==> src/rtl/lgs_pkg.sv <==
// Shared constants, register codes and inter-stage structs for the
// life generation stream block. No dependencies.
package lgs_pkg;

  localparam int MAX_WIDTH = 256;
  localparam int ADDR_W    = $clog2(MAX_WIDTH);
  localparam int ROW_W     = 12;
  localparam int COL_W     = 8;
  localparam int GW_W      = 9;
  localparam int CFG_W     = 12;
  localparam int IDX_W     = 1;
  localparam int STORE_W   = 2;
  localparam int MIN_SIZE  = 3;

  localparam logic [GW_W-1:0]  GRID_WIDTH_RST  = GW_W'(182);
  localparam logic [ROW_W-1:0] GRID_HEIGHT_RST = ROW_W'(62);

  localparam logic [3:0] BIRTH_COUNT   = 4'd3;
  localparam logic [3:0] SURVIVE_COUNT = 4'd2;

  typedef enum logic [IDX_W-1:0] {
    REG_GRID_WIDTH  = 1'b0,
    REG_GRID_HEIGHT = 1'b1
  } lgs_reg_t;

  // Item held between the raster stage and the rule stage.
  typedef struct packed {
    logic               valid;
    logic [ROW_W-1:0]   row;
    logic [COL_W-1:0]   col;
    logic [ROW_W-1:0]   row_last;
    logic [COL_W-1:0]   col_last;
    logic               alive_now;
    logic               fwd;
    logic [STORE_W-1:0] fwd_data;
    logic               has_inner;
    logic               has_rowend;
    logic               has_lastrow;
    logic               inner_live;
    logic               done;
  } lgs_item_t;

  // Line store write, {older, newer} per column.
  typedef struct packed {
    logic               we;
    logic [ADDR_W-1:0]  addr;
    logic [STORE_W-1:0] data;
  } lgs_wr_t;

  // Up to three results caused by one item; mask bit per result slot.
  typedef struct packed {
    logic [2:0]       mask;
    logic             alive;
    logic [ROW_W-1:0] row_m1;
    logic [COL_W-1:0] col_m1;
    logic [ROW_W-1:0] row_last;
    logic [COL_W-1:0] col_last;
    logic [COL_W-1:0] col;
    logic             done;
  } lgs_set_t;

endpackage

==> src/rtl/lgs_cell_if.sv <==
// Input channel: one grid cell per beat.
// No dependencies.
interface lgs_cell_if;
  logic valid;
  logic ready;
  logic cell_alive;
  logic frame_start;

  modport source (output valid, output cell_alive, output frame_start, input ready);
  modport sink (input valid, input cell_alive, input frame_start, output ready);
endinterface

==> src/rtl/lgs_result_if.sv <==
// Output channel: one next-generation cell per beat.
// Widths fixed to 12-bit row and 8-bit column.
interface lgs_result_if;
  logic        valid;
  logic        ready;
  logic        next_alive;
  logic [11:0] out_row;
  logic [7:0]  out_col;
  logic        last;
  logic        frame_done;

  modport source (output valid, output next_alive, output out_row, output out_col,
                  output last, output frame_done, input ready);
  modport sink (input valid, input next_alive, input out_row, input out_col,
                input last, input frame_done, output ready);
endinterface

==> src/rtl/lgs_ram.sv <==
// Generic single write port, single read port RAM with registered read.
// No dependencies.
module lgs_ram #(
  parameter int WIDTH = 1,
  parameter int DEPTH = 256
) (
  input  logic                     clk,
  input  logic                     we,
  input  logic [$clog2(DEPTH)-1:0] waddr,
  input  logic [WIDTH-1:0]         wdata,
  input  logic                     re,
  input  logic [$clog2(DEPTH)-1:0] raddr,
  output logic [WIDTH-1:0]         rdata
);

  logic [WIDTH-1:0] mem [DEPTH];

  always_ff @(posedge clk) begin
    if (we) begin
      mem[waddr] <= wdata;
    end
    if (re) begin
      rdata <= mem[raddr];
    end
  end

endmodule

==> src/rtl/lgs_raster.sv <==
// Size registers, row/column counters and the input item register.
// Depends on lgs_pkg.
module lgs_raster (
  input  logic                       clk,
  input  logic                       rst,
  input  logic                       cfg_write,
  input  logic [lgs_pkg::IDX_W-1:0]  cfg_index,
  input  logic [lgs_pkg::CFG_W-1:0]  cfg_data,
  input  logic                       in_valid,
  input  logic                       cell_alive,
  input  logic                       frame_start,
  output logic                       in_ready,
  input  logic                       advance,
  input  lgs_pkg::lgs_wr_t           wr,
  output logic                       rd_en,
  output logic [lgs_pkg::ADDR_W-1:0] rd_addr,
  output lgs_pkg::lgs_item_t         item
);
  import lgs_pkg::*;

  logic [GW_W-1:0]  grid_width;
  logic [ROW_W-1:0] grid_height;
  logic [GW_W-1:0]  w_eff;
  logic [ROW_W-1:0] h_eff;
  logic [COL_W-1:0] col_last;
  logic [ROW_W-1:0] row_last;
  logic [ROW_W-1:0] row_count, row_count_next;
  logic [COL_W-1:0] col_count, col_count_next;
  logic [ROW_W-1:0] r0, r1, r;
  logic [COL_W-1:0] c0, c;
  logic             accept;
  lgs_item_t        item_next;

  assign accept   = in_valid && in_ready;
  assign in_ready = !item.valid || advance;
  assign rd_en    = accept;
  assign rd_addr  = ADDR_W'(c);

  always_comb begin
    if (grid_width < GW_W'(MIN_SIZE)) begin
      w_eff = GW_W'(MIN_SIZE);
    end else if (grid_width > GW_W'(MAX_WIDTH)) begin
      w_eff = GW_W'(MAX_WIDTH);
    end else begin
      w_eff = grid_width;
    end
    h_eff    = (grid_height < ROW_W'(MIN_SIZE)) ? ROW_W'(MIN_SIZE) : grid_height;
    col_last = COL_W'(w_eff - GW_W'(1));
    row_last = h_eff - ROW_W'(1);

    r0 = frame_start ? '0 : row_count;
    c0 = frame_start ? '0 : col_count;
    // size shrank under the counters: wrap
    if ({1'b0, c0} >= w_eff) begin
      c  = '0;
      r1 = r0 + ROW_W'(1);
    end else begin
      c  = c0;
      r1 = r0;
    end
    r = (r1 >= h_eff) ? '0 : r1;

    if (c == col_last) begin
      col_count_next = '0;
      row_count_next = (r >= row_last) ? '0 : r + ROW_W'(1);
    end else begin
      col_count_next = c + COL_W'(1);
      row_count_next = r;
    end

    item_next.valid       = 1'b1;
    item_next.row         = r;
    item_next.col         = c;
    item_next.row_last    = row_last;
    item_next.col_last    = col_last;
    item_next.alive_now   = cell_alive;
    // write of the rule stage lands on the column being read this edge
    item_next.fwd         = wr.we && (wr.addr == rd_addr);
    item_next.fwd_data    = wr.data;
    item_next.has_inner   = (r != '0) && (c != '0);
    item_next.has_rowend  = (r != '0) && (c == col_last);
    item_next.has_lastrow = (r == row_last);
    item_next.inner_live  = (r >= ROW_W'(2)) && (c >= COL_W'(2));
    item_next.done        = (c == col_last);
  end

  always_ff @(posedge clk) begin
    if (rst) begin
      grid_width  <= GRID_WIDTH_RST;
      grid_height <= GRID_HEIGHT_RST;
      row_count   <= '0;
      col_count   <= '0;
      item.valid  <= 1'b0;
    end else begin
      if (cfg_write) begin
        unique case (cfg_index)
          REG_GRID_WIDTH:  grid_width  <= cfg_data[GW_W-1:0];
          REG_GRID_HEIGHT: grid_height <= cfg_data[ROW_W-1:0];
          default: ;
        endcase
      end
      if (accept) begin
        row_count <= row_count_next;
        col_count <= col_count_next;
        item      <= item_next;
      end else if (advance) begin
        item.valid <= 1'b0;
      end
    end
  end

endmodule

==> src/rtl/lgs_rule.sv <==
// 3x3 window, line store write-back and the B3/S23 decision.
// Depends on lgs_pkg.
module lgs_rule (
  input  logic                        clk,
  input  logic                        rst,
  input  lgs_pkg::lgs_item_t          item,
  input  logic [lgs_pkg::STORE_W-1:0] rdata,
  input  logic                        advance,
  output lgs_pkg::lgs_wr_t            wr,
  output lgs_pkg::lgs_set_t           set
);
  import lgs_pkg::*;

  logic [8:0]         window, window_next;
  logic [STORE_W-1:0] stored;
  logic [2:0]         new_col;
  logic [3:0]         cnt;
  logic               older, newer;

  assign stored = item.fwd ? item.fwd_data : rdata;
  assign older  = stored[1];
  assign newer  = stored[0];
  assign new_col = {item.alive_now, newer, older};

  assign wr.we   = advance;
  assign wr.addr = ADDR_W'(item.col);
  assign wr.data = {newer, item.alive_now};

  always_comb begin
    for (int i = 0; i < 3; i++) begin
      window_next[i*3]     = window[i*3+1];
      window_next[i*3 + 1] = window[i*3+2];
      window_next[i*3 + 2] = new_col[i];
    end
    cnt = '0;
    for (int k = 0; k < 9; k++) begin
      if (k != 4) begin
        cnt = cnt + 4'(window_next[k]);
      end
    end
  end

  always_comb begin
    set.mask     = {item.has_lastrow, item.has_rowend, item.has_inner};
    set.alive    = item.inner_live &&
                   ((cnt == BIRTH_COUNT) || ((cnt == SURVIVE_COUNT) && window_next[4]));
    set.row_m1   = item.row - ROW_W'(1);
    set.col_m1   = item.col - COL_W'(1);
    set.row_last = item.row_last;
    set.col_last = item.col_last;
    set.col      = item.col;
    set.done     = item.done;
  end

  always_ff @(posedge clk) begin
    if (rst) begin
      window <= '0;
    end else if (advance) begin
      window <= window_next;
    end
  end

endmodule

==> src/rtl/lgs_out.sv <==
// Result register: holds the results of one item and sends them one beat
// at a time. Depends on lgs_pkg.
module lgs_out (
  input  logic                     clk,
  input  logic                     rst,
  input  logic                     set_valid,
  input  lgs_pkg::lgs_set_t        set,
  output logic                     can_load,
  input  logic                     out_ready,
  output logic                     out_valid,
  output logic                     next_alive,
  output logic [lgs_pkg::ROW_W-1:0] out_row,
  output logic [lgs_pkg::COL_W-1:0] out_col,
  output logic                     last,
  output logic                     frame_done
);
  import lgs_pkg::*;

  logic [2:0] rem;
  lgs_set_t   hold;
  logic       single;

  assign single    = (rem & (rem - 3'd1)) == 3'd0;
  assign out_valid = rem != 3'd0;
  assign last      = out_valid && single;
  assign can_load  = !out_valid || (out_ready && single);

  always_comb begin
    next_alive = rem[0] && hold.alive;
    out_row    = (rem[0] || rem[1]) ? hold.row_m1 : hold.row_last;
    if (rem[0]) begin
      out_col = hold.col_m1;
    end else if (rem[1]) begin
      out_col = hold.col_last;
    end else begin
      out_col = hold.col;
    end
    frame_done = !rem[0] && !rem[1] && hold.done;
  end

  always_ff @(posedge clk) begin
    if (rst) begin
      rem <= '0;
    end else if (can_load) begin
      rem <= set_valid ? set.mask : 3'd0;
    end else if (out_ready) begin
      rem <= rem & (rem - 3'd1);
    end
  end

  always_ff @(posedge clk) begin
    if (can_load) begin
      hold <= set;
    end
  end

endmodule

==> src/rtl/life_generation_stream_top.sv <==
// Life generation stream: B3/S23 next generation of a raster cell stream.
// Channel "cells" takes one cell per beat in raster order; frame_start on a
// beat restarts the grid at row 0, column 0. Channel "results" gives the
// next state of each cell with its row and column; last marks the final
// beat caused by one input, frame_done the bottom right cell. The border
// ring is always dead. Result for (r-1, c-1) follows input (r, c).
// Size registers are written through cfg_write/cfg_index/cfg_data; the user
// must do so only while idle, not enforced by the block. Inputs pass the
// item, then the result register. One input per cycle unless results stall;
// last-row inputs cause two results each (one at column 0, three at its end),
// and the result register sends one beat per cycle while results are ready,
// so inputs wait. Two line stores share one 256 x 2 RAM with a registered
// read issued at input acceptance; a same-column write in the same cycle is
// bypassed. Reset (synchronous) clears counters, window and valid state and
// loads width 182, height 62; RAM contents stay unknown until written.
// A stall on results holds the result register; the input stage keeps one
// more item and drops ready until the result register can reload.
// Depends on lgs_pkg, lgs_cell_if, lgs_result_if, lgs_ram, lgs_raster,
// lgs_rule and lgs_out.
module life_generation_stream_top (
  input  logic                      clk,
  input  logic                      rst,
  input  logic                      cfg_write,
  input  logic [lgs_pkg::IDX_W-1:0] cfg_index,
  input  logic [lgs_pkg::CFG_W-1:0] cfg_data,
  lgs_cell_if.sink                  cells,
  lgs_result_if.source              results
);
  import lgs_pkg::*;

  lgs_item_t          item;
  lgs_wr_t            wr;
  lgs_set_t           set;
  logic               advance;
  logic               can_load;
  logic               rd_en;
  logic [ADDR_W-1:0]  rd_addr;
  logic [STORE_W-1:0] rdata;

  assign advance = item.valid && can_load;

  lgs_raster u_raster (
    .clk         (clk),
    .rst         (rst),
    .cfg_write   (cfg_write),
    .cfg_index   (cfg_index),
    .cfg_data    (cfg_data),
    .in_valid    (cells.valid),
    .cell_alive  (cells.cell_alive),
    .frame_start (cells.frame_start),
    .in_ready    (cells.ready),
    .advance     (advance),
    .wr          (wr),
    .rd_en       (rd_en),
    .rd_addr     (rd_addr),
    .item        (item)
  );

  lgs_ram #(
    .WIDTH (STORE_W),
    .DEPTH (MAX_WIDTH)
  ) u_store (
    .clk   (clk),
    .we    (wr.we),
    .waddr (wr.addr),
    .wdata (wr.data),
    .re    (rd_en),
    .raddr (rd_addr),
    .rdata (rdata)
  );

  lgs_rule u_rule (
    .clk     (clk),
    .rst     (rst),
    .item    (item),
    .rdata   (rdata),
    .advance (advance),
    .wr      (wr),
    .set     (set)
  );

  lgs_out u_out (
    .clk        (clk),
    .rst        (rst),
    .set_valid  (item.valid),
    .set        (set),
    .can_load   (can_load),
    .out_ready  (results.ready),
    .out_valid  (results.valid),
    .next_alive (results.next_alive),
    .out_row    (results.out_row),
    .out_col    (results.out_col),
    .last       (results.last),
    .frame_done (results.frame_done)
  );

endmodule
==> src/flat_wrapper.sv <==
// flat-port wrapper written by rule: the top's interface ports become plain ports
module life_generation_stream_top_flat import lgs_pkg::*;
  (clk, rst, cfg_write, cfg_index, cfg_data, cells_valid, cells_cell_alive, cells_frame_start, cells_ready, results_valid, results_next_alive, results_out_row, results_out_col, results_last, results_frame_done, results_ready);
  lgs_cell_if cells_i ();
  lgs_result_if results_i ();
  input  logic clk;
  input  logic rst;
  input  logic cfg_write;
  input  logic [lgs_pkg::IDX_W-1:0] cfg_index;
  input  logic [lgs_pkg::CFG_W-1:0] cfg_data;
  input wire logic [$bits(cells_i.valid)-1:0] cells_valid;
  input wire logic [$bits(cells_i.cell_alive)-1:0] cells_cell_alive;
  input wire logic [$bits(cells_i.frame_start)-1:0] cells_frame_start;
  output wire logic [$bits(cells_i.ready)-1:0] cells_ready;
  output wire logic [$bits(results_i.valid)-1:0] results_valid;
  output wire logic [$bits(results_i.next_alive)-1:0] results_next_alive;
  output wire logic [$bits(results_i.out_row)-1:0] results_out_row;
  output wire logic [$bits(results_i.out_col)-1:0] results_out_col;
  output wire logic [$bits(results_i.last)-1:0] results_last;
  output wire logic [$bits(results_i.frame_done)-1:0] results_frame_done;
  input wire logic [$bits(results_i.ready)-1:0] results_ready;
  assign cells_i.valid = cells_valid;
  assign cells_i.cell_alive = cells_cell_alive;
  assign cells_i.frame_start = cells_frame_start;
  assign cells_ready = cells_i.ready;
  assign results_valid = results_i.valid;
  assign results_next_alive = results_i.next_alive;
  assign results_out_row = results_i.out_row;
  assign results_out_col = results_i.out_col;
  assign results_last = results_i.last;
  assign results_frame_done = results_i.frame_done;
  assign results_i.ready = results_ready;
  life_generation_stream_top u_core (.clk(clk), .rst(rst), .cfg_write(cfg_write), .cfg_index(cfg_index), .cfg_data(cfg_data), .cells(cells_i), .results(results_i));
endmodule
==> config.mk <==
export PLATFORM = sky130hd
export DESIGN_NAME = life_generation_stream_top_flat
export DESIGN_NICKNAME = d
export VERILOG_FILES = /design/src/rtl/lgs_pkg.sv /design/src/rtl/lgs_cell_if.sv /design/src/rtl/lgs_result_if.sv /design/src/rtl/lgs_ram.sv /design/src/rtl/lgs_raster.sv /design/src/rtl/lgs_rule.sv /design/src/rtl/lgs_out.sv /design/src/rtl/life_generation_stream_top.sv /design/src/flat_wrapper.sv
export SDC_FILE = /design/constraint.sdc
export NUM_CORES = 1
export LEC_CHECK = 0
export BUFFER_PORTS_ARGS = -buffer_cell sky130_fd_sc_hd__buf_4
export CAP_MARGIN = 20
export CELL_PAD_IN_SITES_DETAIL_PLACEMENT = 2
export CELL_PAD_IN_SITES_GLOBAL_PLACEMENT = 2
export CORE_UTILIZATION = 30
export DETAILED_ROUTE_END_ITERATION = 10
export GPL_TIMING_DRIVEN = 0
export HOLD_SLACK_MARGIN = 0.15
export MAX_ROUTING_LAYER = met4
export PLACE_DENSITY = 0.68
export SLEW_MARGIN = 0
export SYNTH_ARGS = -nofsm -noshare
export SYNTH_HDL_FRONTEND = slang
export SYNTH_SLANG_ARGS = --single-unit
==> constraint.sdc <==
create_clock -name clk -period 19.55 [get_ports clk]
set_clock_uncertainty 0.05 [all_clocks]
set_input_delay 1.955 -clock clk [delete_from_list [all_inputs] [get_ports clk]]
set_output_delay 1.955 -clock clk [all_outputs]
set_load 0.01 [all_outputs]
Word-level counts from Yosys, hierarchy flattened

Memory sizes are Yosys's and may differ from the RTL's. A register that Yosys moved wholly into a read port is not among the register bits.
Cells that the tools add are included.

Add/subtract/negate cells: 15
Magnitude comparators: 8
Eq/ne operators: 5
Multiplexer cells: 22
Bitwise logic cells: 3
Reduce and logical (&&, ||, !) cells: 30

Operators by type and width:

| kind                                                                                 | number |
|---|---|
| 12-bit two-way mux                                                                   | 7 |
| 8-bit two-way mux                                                                    | 5 |
| 12-bit by 1-bit adder with 12-bit output, second input constant                      | 2 |
| 12-bit greater-or-equal comparator                                                   | 2 |
| 12-bit by 1-bit subtractor with 12-bit output, second input constant                 | 2 |
| 9-bit two-way mux                                                                    | 2 |
| 4-bit by 1-bit adder with 4-bit output                                               | 4 |
| 8-bit == test                                                                        | 2 |
| 8-bit by 1-bit subtractor with 8-bit output, second input constant                   | 2 |
| 1-bit logical AND                                                                    | 13 |
| 12-bit == test                                                                       | 1 |
| 12-bit by 2-bit greater-or-equal comparator with 1-bit output, second input constant | 1 |
| 12-bit by 2-bit less-than comparator with 1-bit output, second input constant        | 1 |
| 12-bit nonzero test                                                                  | 1 |
| 8-bit by 9-bit greater-or-equal comparator with 1-bit output                         | 1 |
| 9-bit > comparator, second input constant                                            | 1 |
| 9-bit by 2-bit less-than comparator with 1-bit output, second input constant         | 1 |
| 3-bit two-way mux                                                                    | 3 |
| 8-bit by 1-bit adder with 8-bit output, second input constant                        | 1 |
| 4-bit by 2-bit == test with 1-bit output, second input constant                      | 2 |
| 8-bit by 2-bit greater-or-equal comparator with 1-bit output, second input constant  | 1 |
| 8-bit nonzero test                                                                   | 1 |
| 2-bit AND reduction                                                                  | 3 |
| 3-bit by 1-bit adder with 4-bit output                                               | 1 |
| other kinds (12)                                                                     | 23 |

Register bits: 153
RAM bits: 512
Input port bits: 20
Output and inout bits: 25
Word-level logic and storage cells: 110
Memories: 1

Memory list:

| name               | words | width | read ports | clocked after Yosys merged registers in | write ports | line          | RTL |
|---|---|---|---|---|---|---|---|
| u_core.u_store.mem | 256   | 2     | 1          | 1                                       | 1           | lgs_ram.sv:16 | `logic [WIDTH-1:0] mem [DEPTH];` |

Longest topological paths before layout

Depth in word-level cells: 11
Gate-level depth with buffers: 32
Depth with buffers taken out: 29

Modules after synthesis

A second synthesis with hierarchy kept.

Cell total of the unflattened synthesis: 2139
Area total of the unflattened synthesis: 30305.3 um2

By module, submodules not included:

| module                     | times used | cells each | area each (um2) | seq. area each (um2) |
|---|---|---|---|---|
| lgs_ram                    | 1          | 1242       | 21401.8         | 15434.8 |
| lgs_raster                 | 1          | 645        | 5740.5          | 2312.2 |
| lgs_out                    | 1          | 121        | 2104.5          | 1561.5 |
| lgs_rule                   | 1          | 130        | 1052.3          | 120.1 |
| life_generation_stream_top | 1          | 1          | 6.3             | 0.0 |

Worst setup path after synthesis

OpenSTA, ideal clock, no wires.

Path type: input-to-reg
From: in results_ready
To: reg, netlist name u_core.u_raster.item[0]
Setup time: 0.456 ns
Arrival: 8.873 ns
Required time: 19.044 ns
Setup slack: 10.172 ns
Stages on the path: 8
Buffers on the path: 1
Cells stage by stage: inv_1 -> maj3_1 -> o21ai_0 -> inv_1 -> nand2_1 -> nand2_1 -> clkbuf_1 -> nor2_1

Word-level cells in the longest chain between the ends: 6

Ends and longest elaborated chain:

| element                              | line                             | RTL |
|---|---|---|
| from (decl)                          | flat_wrapper.sv:21               | `input wire logic [$bits(results_i.ready)-1:0] results_ready;` |
| 1-bit logical AND                    | lgs_out.sv:26                    | `assign can_load = !out_valid \|\| (out_ready && single);` |
| 1-bit logical OR                     | lgs_out.sv:26                    |  |
| named net u_core.can_load            | life_generation_stream_top.sv:35 | `logic can_load;` |
| 1-bit logical AND                    | life_generation_stream_top.sv:40 | `assign advance = item.valid && can_load;` |
| 1-bit logical OR                     | lgs_raster.sv:35                 | `assign in_ready = !item.valid \|\| advance;` |
| named net cells_ready                | flat_wrapper.sv:14               | `output wire logic [$bits(cells_i.ready)-1:0] cells_ready;` |
| 1-bit logical AND                    | lgs_raster.sv:34                 | `assign accept = in_valid && in_ready;` |
| 2-bit AND reduction (no source line) | --                               |  |

The timed path passes the listed nets, and every way through them passes these cells.
A chain may end at the register's enable or synchronous reset.

==> summary.md <==
| Metric | Value |
|---|---|
| Final weighted congestion in routability-driven placement | 0.923 |
| Status | completed |
| Nets@finish | 2,589 |
| Lkg Pwr | 11.2 nW |
| Dpl ws | 7870 ps |
| TritonRoute pass-1 iters | 9 |
| Max_slew headroom | 16.8% |
| Non-Filler Instances | 3,854 |
| Slew Limit Fails | 0 |
| Final min period | 10,980 ps |
| Port Buf Inserts | 43 |
| Placed wire-length estimate | 85,100 um |
| Final Cycle Share | 56.2% |
| Sink Count | 664 |
| Drt wl/cell | 31.0 um |
| Setup ws final | 8570 ps |
| Max FO, Critical Path | 10 |
| Setup violators final | 0 |
| Crit. End Element | flip-flop |
| Core Area | 97,000 sq um |
| Hold bufs inserted after CTS | 0 |
| Syn_area_per_cell | 12.5 sq um |
| RSZ-0062 raised after global routing | no |
| Least-Margin Pin Slew | 1250 ps |
| Max-cap viol count | 0 |
| Pwr per Cell Area | 92.9 nW/um^2 |
| Distinct cells, synth | 94 |
| Min-delay src | u_core.u_raster.item[22] |
| Hold slack | 368 ps |
| Peak VDD IR | 0.0544 mV |
| Cell count after placement | 3,713 |
| Tot GR Track Use | 24.6% |
| CTS Buf Count | 75 |
| First-pass GRT wire length | 170,000 um |
| Final hold viol count | 0 |
| Post-synthesis sequential element count | 664 |
| Crit path DAT | 11,470 ps |
| Antenna violations before repair | 4 |
| Share of cells above drive strength 1 | 10.6% |
| Critical Path Source Type | input pin |
| Worst-Skew Late Latency | 670 ps |
| Synth warn | 0 |
| Die ar. | 99,600 sq um |
| PostCTS Resize Cnt | 0 |
| Vias in the first global route | 23,500 |
| Fmax | 91.0 MHz |
| Row Count | 114 |
| Post-synth EDFFs | 613 |
| Finished Cell Area | 34,500 sq um |
| Syn nets | 2,440 |
| P&R area growth vs syn | 16.8% |
| # DRC | 0 |
| Post-Syn Area | 29,500 sq um |
| Seq/Total Area, Yosys | 65.9% |
| Ys flop type | edfxtp_1 |
| Setup_tns | 0 ps |
| Antenna-violating nets left | 0 |
| CP Data Required Time | 20,040 ps |
| CTS tree | done |
| Worst setup path category | input pin to flip-flop |
| Clock Tree Root | clkbuf_16 |
| Number of fillers in the final layout | 10,000 |
| Chip width | 316 um |
| Synthesized instance count | 2,367 |
| Post-CTS setup buffer count | 0 |
| Post-synth ARST share | 0% |
| H-tree Lvls | 3 |
| Routed WL | 120,000 um |
| Worst r2r src | u_core.u_raster.col_count[0] |
| Clock transition at path regs | 60 ps |
| Total grt overflow | 0 |
| Drt initial violations | 2,320 |
| Area after DPL | 32,000 sq um |
| Largest net degree at the start of global routing | 155 |
| Antenna diodes | 0 |
| Clock buffer depth | 3 |
| Vias | 21,900 |
| Worst hold path type | flip-flop to flip-flop |
| I/O pin count | 45 |
| Max incr delay on CP | 800 ps |
| Starting Density | 30.4% |
| Die outline height | 316 um |
| Slowest-stage cell, CP | clkbuf_1 |
| Crit. Startpoint | cells_frame_start |
| Drt via density | 5.68 |
[area by class of cell]
type / count / area [sq um] / area share, %
plain buffers: 142 / 596 / 1.73
clock buffers: 89 / 1950 / 5.66
clock inverters: 50 / 495 / 1.44
inverters: 69 / 268 / 0.777
multi-input cells: 1492 / 9250 / 26.8
flip-flops and latches: 664 / 19400 / 56.4
well taps: 1276 / 1600 / 4.63
repair buffers: 72 / 885 / 2.57
[worst max-delay path, delay by kind of cell]
family,cells,cell delay [ps]
and+or+nand+nor,8,2080
buffers and inverters,11,3540
adders and majority gates,3,810
AOI/OAI and AO/OA,11,2470
xor gates and xnor gates,1,590
[cells in the mapped netlist, types with 21 or more instances]
master,instances,area [sq um]
and2_1,22,138
nor2_1,361,1360
a21oi_1,113,566
xor2_1,25,219
nand2_1,209,785
mux2i_1,100,1000
nand3_1,57,285
a22oi_1,21,158
edfxtp_1,613,18400
nand4_1,21,131
buf_2,32,160
dfxtp_1,51,1020
xnor2_1,37,324
clkbuf_1,94,353
o211ai_1,28,210
ha_1,49,613
nor3_1,36,180
o21ai_0,77,385
inv_1,65,244
o221ai_1,42,368
[per-stage QoR]
step	utilization, %	total power [mW]
after floorplan	-	1.70
after global placement	32.4	1.79
after detailed placement	33.0	1.80
after CTS	35.5	3.21
after global routing	35.5	3.28
final	35.5	3.20
[cells in the final DEF, fill, tap and decap left out, types with 11 or more instances in the layout]
cell,netlist,final
buf_16,0,14
clkbuf_16,0,76
ha_1,49,49
o21ai_0,77,75
a221o_1,12,12
nand3_1,57,57
a22oi_1,21,21
xnor2_1,37,37
a31oi_1,15,15
xor2_1,25,25
mux2i_1,100,100
a21oi_1,113,113
clkinv_2,1,17
o21ai_1,15,15
a221oi_1,19,19
o221ai_1,42,41
nor2_1,361,360
o211ai_1,28,28
nor3_1,36,36
inv_1,65,64
buf_2,32,33
nand4_1,21,21
o22ai_1,19,19
or3_1,11,11
nand2_1,209,209
clkbuf_1,94,107
buf_4,4,52
dfxtp_1,51,51
clkinv_1,2,18
and2_1,22,22
edfxtp_1,613,613
buf_1,11,11
mux2_2,15,15
a211oi_1,16,16
nor2b_1,17,17
nand2b_1,12,12
[power breakdown]
| group | internal (mW) | switching, mW | total [mW] |
|---|---|---|---|
| registers | 1.57 | 0.00970 | 1.58 |
| logic | 0.0562 | 0.134 | 0.190 |
| clock network | 0.814 | 0.622 | 1.44 |
[cell families (layout without fill, tap and decap cells)]
| group | count (synthesis) | in the layout | share of synthesized area, % |
|---|---|---|---|
| AO/OA/AOI/OAI | 469 | 469 | 11.0 |
| XOR/XNOR | 62 | 62 | 1.84 |
| adder cells (fa/ha/maj) | 54 | 54 | 2.38 |
| buffers and inverters | 211 | 422 | 2.90 |
| flip-flops | 664 | 664 | 65.9 |
| multiplexers | 121 | 121 | 4.42 |
| AND/OR/NAND/NOR | 786 | 786 | 11.6 |
[routing by layer]
metal	GRT usage, %	share of wire, %	vias to the layer above
met5	-	0	-
met4	10.0	4.1	0
met3	3.82	7.2	249
met2	40.5	49	1035
met1	30.0	40	11500
li1	-	-	9167
[sequential cells by signal, indices dropped and copies added (netlist names)]
register and flops:
u_core.u_rule.window 6, u_core.u_out.rem 3, u_core.u_raster.row_count 12, u_core.u_raster.grid_height 12, u_core.u_raster.grid_width 9, u_core.u_raster.item 50, u_core.u_raster.col_count 8, u_core.u_store.rdata 2
u_core.u_store.mem 512, u_core.u_out.hold 50
[worst paths after layout]
path / to / slack [ps] / depth (start not counted)
setup reg to reg: u_core.u_raster.row_count[10] / 9500 / 33
hold reg to reg: u_core.u_out.hold[22] / 370 / 0
hold / removal: u_core.u_out.hold[22] / 370 / 0
setup / recovery: u_core.u_raster.row_count[10] / 8570 / 34
No activity file was read; power rests on OpenSTA's default activity.
